File: src/quadratic_root_solver_macros.svh
// assertion macros shared by the quadratic root solver rtl
// expects clk and rst_n in the scope where a macro is used
`ifndef QUADRATIC_ROOT_SOLVER_MACROS_SVH
`define QUADRATIC_ROOT_SOLVER_MACROS_SVH

// same-cycle implication, checked outside reset
`define QRS_ASSERT_NOW(lbl, ante, cons, msg) \
    lbl: assert property (@(posedge clk) disable iff (!rst_n) (ante) |-> (cons)) \
        else $error(msg);

// next-cycle implication, checked outside reset
`define QRS_ASSERT_NEXT(lbl, ante, cons, msg) \
    lbl: assert property (@(posedge clk) disable iff (!rst_n) (ante) |=> (cons)) \
        else $error(msg);

`endif

File: src/qrs_pkg.sv
// shared types and constants for the quadratic root solver
// no dependencies
package qrs_pkg;

    localparam int WORD_BITS_DEF = 32;
    localparam int FRAC_BITS_DEF = 16;
    localparam int QUEUE_DEPTH   = 4;

    typedef enum logic [1:0] {
        KIND_TWO_REAL = 2'd0,
        KIND_DOUBLE   = 2'd1,
        KIND_COMPLEX  = 2'd2,
        KIND_DEGEN    = 2'd3
    } root_kind_t;

endpackage

File: src/qrs_queue.sv
// short register queue between the front end and the root pipeline
// depends on qrs_pkg and the assertion macro header
`include "quadratic_root_solver_macros.svh"
module qrs_queue
    import qrs_pkg::*;
#(
    parameter int DATA_BITS = 8,
    parameter int DEPTH     = QUEUE_DEPTH
)
(
    input  logic                 clk,
    input  logic                 rst_n,
    input  logic                 push,
    input  logic [DATA_BITS-1:0] in_data,
    output logic                 full,
    input  logic                 pop,
    output logic                 out_valid,
    output logic [DATA_BITS-1:0] out_data
);

    localparam int AW = (DEPTH > 1) ? $clog2(DEPTH) : 1;
    localparam int CW = $clog2(DEPTH + 1);

    logic [DATA_BITS-1:0] mem_reg [DEPTH];
    logic [AW-1:0]        wr_reg, rd_reg;
    logic [CW-1:0]        count_reg;

    assign full      = (count_reg == CW'(DEPTH));
    assign out_valid = (count_reg != '0);
    assign out_data  = mem_reg[rd_reg];

    always_ff @(posedge clk or negedge rst_n)
    begin
        if (!rst_n)
        begin
            wr_reg    <= '0;
            rd_reg    <= '0;
            count_reg <= '0;
        end
        else
        begin
            if (push)
                wr_reg <= (wr_reg == AW'(DEPTH - 1)) ? '0 : wr_reg + 1'b1;
            if (pop)
                rd_reg <= (rd_reg == AW'(DEPTH - 1)) ? '0 : rd_reg + 1'b1;
            if (push && !pop)
                count_reg <= count_reg + 1'b1;
            else if (pop && !push)
                count_reg <= count_reg - 1'b1;
        end
    end

    always_ff @(posedge clk)
    begin
        if (push)
            mem_reg[wr_reg] <= in_data;
    end

    `QRS_ASSERT_NOW(a_no_overflow, push, !full, "queue push while full")
    `QRS_ASSERT_NOW(a_no_underflow, pop, count_reg != '0, "queue pop while empty")
    `QRS_ASSERT_NEXT(a_push_holds, push && !pop, count_reg != '0, "queue lost a pushed entry")

endmodule

File: config.mk
export PLATFORM = sky130hd
export DESIGN_NAME = qrs_queue
export DESIGN_NICKNAME = d
export VERILOG_FILES = /design/src/qrs_pkg.sv /design/src/qrs_queue.sv
export VERILOG_INCLUDE_DIRS = /design/src /design/src/src
export SDC_FILE = /design/constraint.sdc
export NUM_CORES = 1
export LEC_CHECK = 0
export BUFFER_PORTS_ARGS = -buffer_cell sky130_fd_sc_hd__buf_2
export CORE_ASPECT_RATIO = 1.75
export CORE_MARGIN = 4
export CORE_UTILIZATION = 42
export CTS_CLUSTER_SIZE = 10
export DETAILED_ROUTE_END_ITERATION = 10
export MAX_ROUTING_LAYER = met4
export SLEW_MARGIN = 20
export SYNTH_ARGS = -nofsm -noshare
export SYNTH_HDL_FRONTEND = slang
export SYNTH_SLANG_ARGS = --single-unit
File: constraint.sdc
create_clock -name clk -period 1.85 [get_ports clk]
set_input_delay 0.37 -clock clk [delete_from_list [all_inputs] [get_ports clk]]
set_output_delay 0.37 -clock clk [all_outputs]
set_load 0.03 [all_outputs]
==> Word level (Yosys, flattened, before mapping) <==
Memories as Yosys holds them, arrays and structs flattened.
Index checks and enable logic that the tools add are counted.
{ "totals": {"output_inout_bits": 10, "in_bits": 12, "elab_cells": 23, "mem_count": 1, "register_bits": 7, "ram_bits": 32} }
{ "memory_table": {"columns": ["name", "depth", "word_bits", "read_ports", "rd_ports_with_merged_regs", "write_ports", "line_no", "text"], "rows": [
  ["mem_reg", 4, 8, 1, 0, 1, "qrs_queue.sv:24", "logic [DATA_BITS-1:0] mem_reg [DEPTH];"]
]} }
{ "classes": {"muxes": 6, "n_addsub": 4, "eq_ne": 3, "n_reduce_logical": 6} }
{ "ops": {"columns": ["operator", "n"], "rows": [
  ["3-bit two-way mux", 2],
  ["2-bit by 1-bit adder with 2-bit output (second input constant)", 2],
  ["2-bit equality test (second input constant)", 2],
  ["2-bit two-way mux", 2],
  ["3-bit by 1-bit adder with 3-bit output (second input constant)", 1],
  ["3-bit equality test (second input constant)", 1],
  ["3-bit nonzero test", 1],
  ["3-bit by 1-bit subtractor with 3-bit output (second input constant)", 1],
  ["1-bit logical AND", 2],
  ["1-bit logical NOT", 2],
  ["1-bit two-way mux", 2],
  ["2-bit nonzero test", 1]
]} }

==> Depth between registers and ports, before layout <==
{ "depth": {"ltp_word": 4, "mapped_depth": 7, "mapped_depth_nobuf": 7} }

==> Least setup slack after synthesis <==
No wires, ideal clock.
{ "synth_timing": {"path_type": "reg2out", "start": "reg count_reg[0]", "end": "out full", "stages_incl_launch_ff": 2, "required_time_ps": 1480, "setup_slack_ps": 325, "arrival_ps": 1155, "path_cell_list": "dfrtp_1 -> nor3b_1"} }
{ "synth_between": {"elab_chain_len": 1} }
{ "synth_rtl": {"columns": ["element", "line_no", "text"], "rows": [
  ["start, declared", "qrs_queue.sv:26", "logic [CW-1:0] count_reg;"],
  ["start signal, assigned", "qrs_queue.sv:47", "count_reg <= count_reg + 1'b1;"],
  ["start signal, assigned", "qrs_queue.sv:49", "count_reg <= count_reg - 1'b1;"],
  ["3-bit equality test", "qrs_queue.sv:28", "assign full = (count_reg == CW'(DEPTH));"],
  ["end, declared", "qrs_queue.sv:15", "output logic full,"]
]} }
No other way between the ends.

==> Worst setup path in the final report <==
{ "layout_timing": {"start": "reg rd_reg[0]", "end": "out out_data[3]"} }
{ "layout_between": {"elab_chain_len": 1} }
{ "layout_rtl": {"columns": ["element", "line_no", "text"], "rows": [
  ["start, declared", "qrs_queue.sv:25", "logic [AW-1:0] wr_reg, rd_reg;"],
  ["start signal, assigned", "qrs_queue.sv:45", "rd_reg <= (rd_reg == AW'(DEPTH - 1)) ? '0 : rd_reg + 1'b1;"],
  ["memory read 4 x 8 bit", null, null],
  ["end, declared", "qrs_queue.sv:18", "output logic [DATA_BITS-1:0] out_data"]
]} }
No other way between the ends.

==> impl_metrics.tcl <==
set metrics [dict create \
    final_cell_area_mm2 0.00190 \
    synth_top_family_by_area "multiplexers" \
    n_antenna_cell 0 \
    cts_made_buffers 5 \
    p_leak_uw 0.000714 \
    start_util 0.432 \
    finalCritPeriodShare 1.01 \
    tritoncts "yes" \
    slowest_delay_ns 0.51 \
    largest_register_ff_count 32 \
    overflow 0 \
    io_pins 22 \
    grt_max_degree 12 \
    synthCells 79 \
    area_delta_synth_final_pct 20.9 \
    ys.warnings.count 0 \
    antenna_found_initial 0 \
    insertion_delay_ns 0.28 \
    grt_pass1_wl_mm 3.87 \
    hold_viol_final 0 \
    ys_ff_latch 39 \
    status "finished, violations left" \
    synth_compound_area_frac 0.0120 \
    synth_fp_nets 98 \
    yosysSeqAreaShare 0.724 \
    path_clk_slew_ns 0.07 \
    post-route-drc-count 0 \
    hold_class "input pin to flop" \
    row_count 29 \
    ir_drop_uv 853 \
    grt_usage 0.124 \
    period_minus_slack_ns 1.86 \
    clock_sinks 39 \
    crit_fanout 6 \
    die_w_um 54.2 \
    dpl_cell_area_mm2 0.00174 \
    synth.cell_area_mm2 0.00157 \
    hold_ws_ns 0.299 \
    grt_pass1_vias 837 \
    cts_max_path_buffers 2 \
    drv_slew 0 \
    fp.dieH_um 88.9 \
    failed_checks "negative setup slack" \
    start_kind "flop" \
    critPathSlowestCell "mux4_2" \
    vias 766 \
    vias_per_cell 4.91 \
    power.density_mw_per_mm2 1560 \
    synth-adder-area-share 0.0606 \
    antenna_left 0 \
    crit_required_ns 1.48 \
    max_freq_mhz 536 \
    synth_cell_type_count 19 \
    nets 128 \
    rsz0062_at_grt "yes" \
    critical-path-top-delay-family "multiplexers" \
    nFillCells 313 \
    tightestPinTransition_ns 0.445 \
    setup_viol 6 \
    gp_congestion 0.621 \
    synth_mux_area_frac 0.129 \
    worst_slack_ns -0.0140 \
    synth_xor_area_frac 0.0167 \
    worstPathCellList "buf_12, mux4_2, buf_6" \
    worst-path-buf-inv 2 \
    end_kind "output port" \
    cap_violations 0 \
    dieArea_mm2 0.00482 \
    slew_headroom 0.703 \
    crit_arrival_ns 1.49 \
    core_area_mm2 0.00363 \
    clockRootBuffer "clkbuf_8" \
    dr.first_iter.drc_count 12 \
    routed_wl_mm 2.40 \
    skew_ns 0.00237 \
    avgSynthCellArea_um2 19.9 \
    drive_above_1_share 0.382 \
    dr.pass1.iters 4 \
    place.port_buffers 21 \
    synth-simple-area-share 0.0375 \
    critPathKind "flop to output port" \
    h-tree-depth 2 \
    wl_per_cell_um 15.4 \
]
path summary, 6_finish.rpt:
| check | slack (ns) | cells past startpoint | from | to |
|---|---|---|---|---|
| max in group asynchronous | 1.23 | 2 | rst_n | rd_reg[1] |
| min | 0.30 | 1 | in_data[1] | mem_reg[3][1] |
| max reg2reg | 0.42 | 3 | wr_reg[0] | mem_reg[0][0] |
| min in group asynchronous | 0.44 | 2 | rst_n | rd_reg[1] |
| min reg2reg | 0.49 | 1 | count_reg[2] | count_reg[2] |
| max | -0.01 | 3 | rd_reg[0] | out_data[3] |
cell usage after synthesis, drive strengths merged:
master	number	area, um^2
nor3	1	5.00
inv	4	15.0
xor2	2	17.5
ha	6	75.1
dfrtp	7	175
o21ai	2	10.0
nor3b	1	7.51
mux2	2	22.5
edfxtp	32	961
xnor2	1	8.76
fa	1	20.0
nand2	2	7.51
or3	1	6.26
buf	2	16.3
mux4	8	180
nor2	2	7.51
a21o	1	8.76
and2	4	25.0
final cells by class:
| cell class | instances | area [um^2] | share of cell area |
|---|---|---|---|
| Timing Repair Buffer | 25 | 204 | 0.108 |
| Inverter | 4 | 15.0 | 0.00792 |
| Clock buffer | 7 | 76.3 | 0.0402 |
| Clock inverter | 1 | 5.00 | 0.00264 |
| Multi-Input combinational cell | 34 | 402 | 0.212 |
| Sequential cell | 39 | 1140 | 0.600 |
| Tap cell | 46 | 57.6 | 0.0303 |
power by group:
part	switching [uW]	internal [uW]
Sequential	135	1160
Clock	260	264
Combinational	569	565
Total	965	1990
what timing repair did:
item / CTS / global route
hold endpoints to repair: 7 / 0
setup endpoints to repair: 8 / 8
hold buffers: 1 / 0
resized for setup: 17 / 1
pin swaps: 0 / 0
gates cloned: 0 / 0
setup buffers: 1 / 0
kinds of logic (layout without fill, tap and decap cells):
logic type      count (synthesis)  in the layout
buf+inv                         6             37
flops                          39             39
simple gates                   11             11
xor+xnor                        3              3
mux                            10             10
fa+ha+maj                       7              7
compound gates                  3              3
per-stage QoR:
step	power [uW]	utilization	setup TNS (ns)	instances	setup slack, ns
finish	2950	0.523	-0.0331	156	-0.0140
global route	3130	0.523	-0.416	156	-0.0591
CTS	3000	0.522	-0.177	156	-0.0335
detailed placement	2300	0.480	0	146	0.166
global placement	2280	0.480	0	146	0.240
floorplan	2010	-	0	79	0.325
layer usage:
metal  part of all wire  GRT usage  up-vias  wire length (um)
met1               0.37      0.131      382               893
met4              0.026     0.0680        0                62
li1                   -          -      359                 -
met2               0.56      0.201       19              1350
met5                  0          -        -                 0
met3              0.042     0.0354        6               102
cells in the final DEF (no fill, tap or decap):
cell type	count
edfxtp_1	32
buf_2	13
buf_6	9
mux4_2	8
ha_1	6
dfrtp_1	6
clkbuf_8	5
inv_1	4
and2_1	4
mux2_2	2
nor2_1	2
nand2_1	2
o21ai_0	2
xor2_1	2
clkbuf_1	2
or3_1	1
nor3b_1	1
xnor2_1	1
nor3_1	1
a21o_2	1
fa_1	1
clkinv_2	1
dlygate4sd3_1	1
buf_12	1
dfrtp_2	1
buf_4	1
(Power assumes the default switching activity.)
