`config.mk`:
```
export PLATFORM = sky130hd
export DESIGN_NAME = qrs_sqrt
export DESIGN_NICKNAME = d
export VERILOG_FILES = /design/src/quadratic_root_solver_macros.svh /design/src/qrs_pkg.sv /design/src/qrs_sqrt.sv
export SDC_FILE = /design/constraint.sdc
export NUM_CORES = 2
export LEC_CHECK = 0
export BUFFER_PORTS_ARGS = -buffer_cell sky130_fd_sc_hd__buf_2
export CAP_MARGIN = 20
export CORE_ASPECT_RATIO = 1.4
export CORE_MARGIN = 2
export CORE_UTILIZATION = 31
export CTS_BUF_LIST = sky130_fd_sc_hd__clkbuf_8 sky130_fd_sc_hd__clkbuf_16
export DETAILED_ROUTE_END_ITERATION = 10
export PLACE_DENSITY = 0.42
export SYNTH_ARGS = -nofsm -noshare
export SYNTH_HDL_FRONTEND = slang
export SYNTH_MEMORY_MAX_BITS = 65536
export SYNTH_SLANG_ARGS = --single-unit
```
`constraint.sdc`:
```
create_clock -name clk -period 4.5 [get_ports clk]
set_clock_uncertainty 0.1 [all_clocks]
set_input_delay 0.225 -clock clk [delete_from_list [all_inputs] [get_ports clk]]
set_output_delay 0.225 -clock clk [all_outputs]
set_load 0.01 [all_outputs]
```
`src/quadratic_root_solver_macros.svh`:
```
// assertion macros shared by the quadratic root solver rtl
// expects clk and rst_n in the scope where a macro is used
`ifndef QUADRATIC_ROOT_SOLVER_MACROS_SVH
`define QUADRATIC_ROOT_SOLVER_MACROS_SVH

// same-cycle implication, checked outside reset
`define QRS_ASSERT_NOW(lbl, ante, cons, msg) \
    lbl: assert property (@(posedge clk) disable iff (!rst_n) (ante) |-> (cons)) \
        else $error(msg);

// next-cycle implication, checked outside reset
`define QRS_ASSERT_NEXT(lbl, ante, cons, msg) \
    lbl: assert property (@(posedge clk) disable iff (!rst_n) (ante) |=> (cons)) \
        else $error(msg);

`endif

```
`src/qrs_pkg.sv`:
```
// shared types and constants for the quadratic root solver
// no dependencies
package qrs_pkg;

    localparam int WORD_BITS_DEF = 32;
    localparam int FRAC_BITS_DEF = 16;
    localparam int QUEUE_DEPTH   = 4;

    typedef enum logic [1:0] {
        KIND_TWO_REAL = 2'd0,
        KIND_DOUBLE   = 2'd1,
        KIND_COMPLEX  = 2'd2,
        KIND_DEGEN    = 2'd3
    } root_kind_t;

endpackage

```
`src/qrs_sqrt.sv`:
```
// pipelined integer square root, one root bit per stage, with a sideband
// depends on qrs_pkg
module qrs_sqrt
    import qrs_pkg::*;
#(
    parameter int ROOT_BITS = WORD_BITS_DEF + 1,
    parameter int SB_BITS   = 8
)
(
    input  logic                   clk,
    input  logic                   rst_n,
    input  logic                   en,
    input  logic                   in_valid,
    input  logic [2*ROOT_BITS-1:0] in_rad,
    input  logic [SB_BITS-1:0]     in_sb,
    output logic                   out_valid,
    output logic [ROOT_BITS-1:0]   out_root,
    output logic [SB_BITS-1:0]     out_sb
);

    localparam int SW = ROOT_BITS;
    localparam int RW = 2 * SW;

    logic            vld_reg  [SW];
    logic [RW-1:0]   rad_reg  [SW];
    logic [SW+1:0]   rem_reg  [SW];
    logic [SW-1:0]   root_reg [SW];
    logic [SB_BITS-1:0] sb_reg [SW];

    logic            vld_in  [SW];
    logic [RW-1:0]   rad_in  [SW];
    logic [SW+1:0]   rem_in  [SW];
    logic [SW-1:0]   root_in [SW];
    logic [SB_BITS-1:0] sb_in [SW];

    for (genvar k = 0; k < SW; k++)
    begin : g_stage
        logic [SW+1:0] rem_sh, trial;
        logic          ge;

        if (k == 0)
        begin : g_first
            assign vld_in[k]  = in_valid;
            assign rad_in[k]  = in_rad;
            assign rem_in[k]  = '0;
            assign root_in[k] = '0;
            assign sb_in[k]   = in_sb;
        end
        else
        begin : g_rest
            assign vld_in[k]  = vld_reg[k-1];
            assign rad_in[k]  = rad_reg[k-1];
            assign rem_in[k]  = rem_reg[k-1];
            assign root_in[k] = root_reg[k-1];
            assign sb_in[k]   = sb_reg[k-1];
        end

        // bring down the next two radicand bits and try root*4+1
        assign rem_sh = {rem_in[k][SW-1:0], rad_in[k][RW-1:RW-2]};
        assign trial  = {root_in[k], 2'b01};
        assign ge     = (rem_sh >= trial);

        always_ff @(posedge clk or negedge rst_n)
        begin
            if (!rst_n)
                vld_reg[k] <= 1'b0;
            else if (en)
                vld_reg[k] <= vld_in[k];
        end

        always_ff @(posedge clk)
        begin
            if (en)
            begin
                rad_reg[k]  <= {rad_in[k][RW-3:0], 2'b00};
                rem_reg[k]  <= ge ? rem_sh - trial : rem_sh;
                root_reg[k] <= {root_in[k][SW-2:0], ge};
                sb_reg[k]   <= sb_in[k];
            end
        end
    end

    assign out_valid = vld_reg[SW-1];
    assign out_root  = root_reg[SW-1];
    assign out_sb    = sb_reg[SW-1];

endmodule

```
Word-level counts from Yosys, hierarchy flattened
Memory sizes are Yosys's and may differ from the RTL's.
Index checks and enable logic that the tools add are counted.
Storage, ports and cells
  memory bits (writable): 4620
  memories: 4
  word-level logic and storage cells: 138
  register bits after elaboration: 33
  output and inout bits: 42
  input port bits: 78
Cells by class
  mux-type cells: 35
  magnitude comparators: 33
  add/sub/neg operators: 33
Memories
  rad_reg: words 33, width 64, read ports 32, clocked after Yosys merged registers in 0, write ports 33, RTL line qrs_sqrt.sv:25  | logic [RW-1:0] rad_reg [SW];
  rem_reg: words 33, width 35, read ports 32, clocked after Yosys merged registers in 0, write ports 33, RTL line qrs_sqrt.sv:26  | logic [SW+1:0] rem_reg [SW];
  root_reg: words 33, width 33, read ports 33, clocked after Yosys merged registers in 0, write ports 33, RTL line qrs_sqrt.sv:27  | logic [SW-1:0] root_reg [SW];
  sb_reg: words 33, width 8, read ports 33, clocked after Yosys merged registers in 0, write ports 33, RTL line qrs_sqrt.sv:28  | logic [SB_BITS-1:0] sb_reg [SW];
Operator list (count)
  two-way mux 35 bit: 33
  >= comparator 35 bit: 32
  subtractor 35 bit: 32
  subtractor 2 x 1 -> 3 bit (second input constant): 1
  >= comparator 2 x 1 -> 1 bit (second input constant): 1
  two-way mux 1 bit: 2

Depth between registers and ports, before layout
An unclocked memory read counts as a cell.
  depth in word-level cells: 3
  depth in mapped cells: 16
  mapped depth without buffers: 14

Worst setup path before layout
Ideal clock, no wire load.
  kind: register -> register
  from: mem rem_reg[0][1056] in the netlist's numbering
  to: mem rem_reg[0][1105] in the netlist's numbering, data pin
  buffers on the path: 1
  data arrival time: 3.233 ns
  path slack: 0.908 ns
  period minus slack after synthesis: 3.592 ns
  cell stages (with the launch flop): 13
  setup time: 0.260 ns
  required time: 4.140 ns
  path through: edfxtp_1 -> ha_1 -> a21o_1 -> a21o_1 -> o31ai_1 -> a21boi_0 -> a31oi_1 -> o221ai_1 -> o211ai_1 -> nand2_1 -> a31oi_1 -> buf_2 -> mux2_2
RTL lines (RTL line)
  start: declaration: qrs_sqrt.sv:26

==> impl_summary.md <==
Floorplanning
After floorplanning, the core was divided into about 280 placement rows. The area of the placeable core is between 400,000 and 500,000 sq um. The die covers roughly 430,000 sq um. The initial cell density of the core is 31.1%. The overall die height is ~770 um. In this run the horizontal extent of the chip is 553 um. The I/O pin count is 120.

Timing
Measured against its own limit, the worst slew margin works out to 31.0%. For the finished layout, the period the worst path requires is about 4300 ps. The count of final max-slew check failures is 0.

The number of endpoints with negative hold slack in the final report is 0. The final cycle utilization of the critical path is 94.6%. Setup repair after global routing left no endpoint under its margin.

At the pin with the least slew margin, the transition time is 1030 ps. Setup violations remaining at the end of the flow were counted as 0. For this run, the top clock speed supported by timing is between 0.2 and 0.25 GHz.

Yosys
The async set-or-reset flop fraction in the synthesized netlist is between 1 and 1.5%. The synthesized netlist occupies a cell area of between 100,000 and 150,000 sq um. The part of the Yosys area used for sequential elements is 66.9%. Averaged over all synthesized cells, the footprint is ~13 sq um. By area the synthesized netlist is led by sky130_fd_sc_hd__edfxtp_1 (66%), sky130_fd_sc_hd__ha_1 (5.7%), sky130_fd_sc_hd__xor2_1 (2.7%).

The number of nets in the synthesized netlist is between 10,000 and 15,000. The top cell type by area accounts for between 60 and 70% of the synthesized area. Synthesis produced just under 10,000 cells. Counting distinct cell types in the post-synthesis netlist gives 83. The number of register bits inferred by synthesis is about 3,000.

In the synthesized netlist the dominant register cell turns out to be sky130_fd_sc_hd__edfxtp_1. Of all cell types, the one taking the most synthesized area is sky130_fd_sc_hd__edfxtp_1. For this run, the number of Yosys warnings is 0. The count of flip-flops with a built-in enable after synthesis is around 2,900.

Detailed routing
The final route contains 75,900 vias. The total length of routed wires is roughly 290 mm. In the routed layout, each cell is associated on average with a via count of roughly 4.7. In the routed design, unresolved DRC markers number 0. The per-cell routed wire length is 18.3 um. In this run the remaining antenna-violating nets after routing total 0. For this run, the detailed router's first-pass iteration total came to 5. The detailed router finished its first iteration with roughly 4,600 violations.

Placement
After detailed placement, the total cell area comes to roughly 140,000 sq um. The global placement routability congestion is 0.865. The HPWL after detailed placement is approximately 210 mm. The count of buffers inserted at the top-level ports is between 100 and 150.

Global route
After global routing the overflow that remains totals 0. The global-route wire length before repair is 453 mm. The maximum number of pins on one net before global-route repair is about 140.

The number of global-route vias before repair is 79,500. The number of antenna violations at the first check in global routing was 13. Global routing consumed, over all layers together, between 10% and 20% of the routing resources.

Worst hold path
The worst hold path endpoint is rad_reg[0][3]$_DFFE_PP_. The hold path startpoint is in_rad[3]. The classification of the worst-slack hold path is input pin to flip-flop. The depth of the worst hold-timing path is 2.

Job
The number of max-cap violations is 0.

CTS
The clock passes through at most 4 buffers. Clock tree synthesis selected as its root buffer the cell sky130_fd_sc_hd__clkbuf_16. The clock net in this run drives a total of ~2,900 sinks. The clock-pin slew on the worst setup and hold paths is roughly 60 ps. The number of clock buffers added by TritonCTS is between 300 and 400.

The clock reaches the later pin of the worst-skew pair after around 940 ps. The H-tree was split into 5 levels. TritonCTS built the clock tree.

Cells and area
The cell area after layout is roughly 150,000 sq um. Cells fill 36.0% of the core in the end. The layout has 40,500 filler cells. The share of final-layout standard cells stronger than drive strength 1 is under 10%. The number of flip-flops in the largest register is 1,056. The layout overhead on the synthesized area is 15.9%. In the final design database the tool counted 11,000 nets.

Critical path
The class of the most critical setup path is flip-flop to flip-flop. The type of origin of the critical path is a flip-flop. The startpoint identified for the worst register-to-register timing path is root_reg[1][269]$_DFFE_PP_. Data arrives at the worst endpoint at between 4000 and 5000 ps.

In this design, the critical path's most frequently occurring cell is sky130_fd_sc_hd__a21oi_1. The top fanout value on the critical path is approximately 50. The worst register-to-register path ends at rem_reg[0][880]$_DFFE_PP_.

The required time of the critical path is around 5000 ps. The kind of end point of the critical path is a flip-flop. The signal on the critical path passes through inv_1 > ha_1 > a21oi_1 > o22ai_1 > a211oi_1 > o21bai_1 > a41o_1 > o31a_1 > nand3_1 > nand3_2 > buf_12 > a21oi_1.

The largest incremental delay on the critical path is 670 ps. The worst reg-to-reg setup slack is 240 ps. The cell count of the worst reg-to-reg path is 12. The master of the slowest instance on the critical path is sky130_fd_sc_hd__edfxtp_1.

Power
The clock network accounts for 33.2% of the total power. The internal power component is between 50,000 and 60,000 uW. The ratio of total power to cell area is 515 nW/um^2. In this run the power spent charging and discharging nets is 22,100 uW. Summing internal, switching and leakage power gives slightly below 80,000 uW. Summed over all cells, the static leakage comes to between 0.05 and 0.06 uW. The worst voltage drop across the vdd grid is 0.356 mV. Of the total power, registers draw 46.9%. Of the total power, the share spent switching nets is between 20% and 30%. Combinational logic is responsible for just under 20% of the overall power.

Status
The run finished with clean final reports.
-- cell usage after synthesis (54+ instances only) --
cell type                     n
sky130_fd_sc_hd__nor3_1     234
sky130_fd_sc_hd__xnor2_1    403
sky130_fd_sc_hd__a31oi_1     56
sky130_fd_sc_hd__ha_1       595
sky130_fd_sc_hd__nand4_1     99
sky130_fd_sc_hd__nor4_1     127
sky130_fd_sc_hd__o21ai_0    503
sky130_fd_sc_hd__nand2b_1   112
sky130_fd_sc_hd__nor2_1     596
sky130_fd_sc_hd__a21oi_1    556
sky130_fd_sc_hd__o31ai_1     69
sky130_fd_sc_hd__edfxtp_1  2888
sky130_fd_sc_hd__inv_1      750
sky130_fd_sc_hd__nor2b_1     95
sky130_fd_sc_hd__clkbuf_1   158
sky130_fd_sc_hd__xor2_1     408
sky130_fd_sc_hd__or3_1      104
sky130_fd_sc_hd__a21o_1     263
sky130_fd_sc_hd__and3_1      54
sky130_fd_sc_hd__mux2_2     135
sky130_fd_sc_hd__nand3_1    166
sky130_fd_sc_hd__nand2_1    606
sky130_fd_sc_hd__o21a_1     105
sky130_fd_sc_hd__or4_1       56
-- power by group through the flow --
stage	Combinational, uW	Sequential (uW)	Clock (uW)
floorplan	11200	36000	0
global placement	15300	37300	0
detailed placement	15400	37300	0
CTS	15600	36800	27000
global route	17400	37000	28000
finish	15500	36600	25900
-- cells in the final DEF, fill, tap and decap left out, types with 165 or more instances in the layout --
| cell type | Yosys | routed |
|---|---|---|
| sky130_fd_sc_hd__xnor2_1 | 403 | 402 |
| sky130_fd_sc_hd__nand2_1 | 606 | 606 |
| sky130_fd_sc_hd__ha_1 | 595 | 595 |
| sky130_fd_sc_hd__nand3_1 | 166 | 165 |
| sky130_fd_sc_hd__clkbuf_16 | 0 | 329 |
| sky130_fd_sc_hd__o21ai_0 | 503 | 502 |
| sky130_fd_sc_hd__xor2_1 | 408 | 408 |
| sky130_fd_sc_hd__nor3_1 | 234 | 232 |
| sky130_fd_sc_hd__inv_1 | 750 | 814 |
| sky130_fd_sc_hd__a21oi_1 | 556 | 554 |
| sky130_fd_sc_hd__a21o_1 | 263 | 263 |
| sky130_fd_sc_hd__edfxtp_1 | 2888 | 2888 |
| sky130_fd_sc_hd__nor2_1 | 596 | 596 |
-- cells by family (layout without fill, tap and decap cells) --
logic type	after synthesis	in the layout	synth area share (%)
xor+xnor	811	811	5.43
other cells	1	6	0.00287
mux	144	144	1.23
buf+inv	941	1788	2.73
fa+ha+maj	595	595	5.69
flops	2921	2921	66.9
simple gates	2416	2416	9.10
compound gates	1873	1873	8.87
-- final cells by class --
class | count | area [sq um] | area share, %
diodes | 5 | 12.5 | 0.00826
multi-input cells | 5840 | 39800 | 26.3
inverters | 750 | 2820 | 1.86
clock buffers | 332 | 8270 | 5.46
clock inverters | 246 | 2030 | 1.34
flip-flops and latches | 2921 | 87500 | 57.8
repair buffers | 460 | 4070 | 2.69
well taps | 5538 | 6930 | 4.57
-- routing by layer --
layer	GRT usage, %	up-vias	wire length [um]
met5	0	-	0
met3	1.96	596	10400
met2	26.2	1316	160000
met1	14.2	36800	111000
met4	5.94	0	13000
li1	-	37200	-
-- stage by stage --
step | std cells | TNS (ps) | setup WS (ps) | hold WS (ps)
after CTS | 16100 | 0 | 43.3 | 2.67
after floorplan | 9702 | 0 | 908 | -171
final | 16100 | 0 | 245 | 110
after global routing | 16100 | 0 | 26.7 | 47.1
after detailed placement | 15400 | -68.5 | -68.5 | 294
after global placement | 15400 | -91.0 | -91.0 | 279
-- critical path, delay by kind of cell (launching register included) --
| family | cells | cell delay (ps) |
|---|---|---|
| AND/OR/NAND/NOR | 2 | 200 |
| flip-flops | 1 | 670 |
| AO/OA/AOI/OAI | 7 | 2230 |
| buffers and inverters | 2 | 350 |
| adder cells (fa/ha/maj) | 1 | 360 |
-- repair_timing --
action,in CTS,in global routing
endpoints found under the hold margin,165,0
hold buffers,154,0
endpoints found under the setup margin,1,0
buffers inserted,0,0
resized for setup,1,0
-- worst max-delay path by stage --
stage	startpoint	end	slack, ps
2_1_floorplan	rem_reg[0][1056]$_DFFE_PP_	rem_reg[0][1105]$_DFFE_PP_	910
3_3_place_gp	root_reg[1][265]$_DFFE_PP_	rem_reg[0][875]$_DFFE_PP_	-90
4_1_cts	root_reg[1][265]$_DFFE_PP_	rem_reg[0][880]$_DFFE_PP_	40
6_report	root_reg[1][269]$_DFFE_PP_	rem_reg[0][880]$_DFFE_PP_	240
3_5_place_dp	root_reg[1][265]$_DFFE_PP_	rem_reg[0][875]$_DFFE_PP_	-70
5_1_grt	root_reg[1][265]$_DFFE_PP_	rem_reg[0][880]$_DFFE_PP_	30
(Power assumes the default switching activity.)
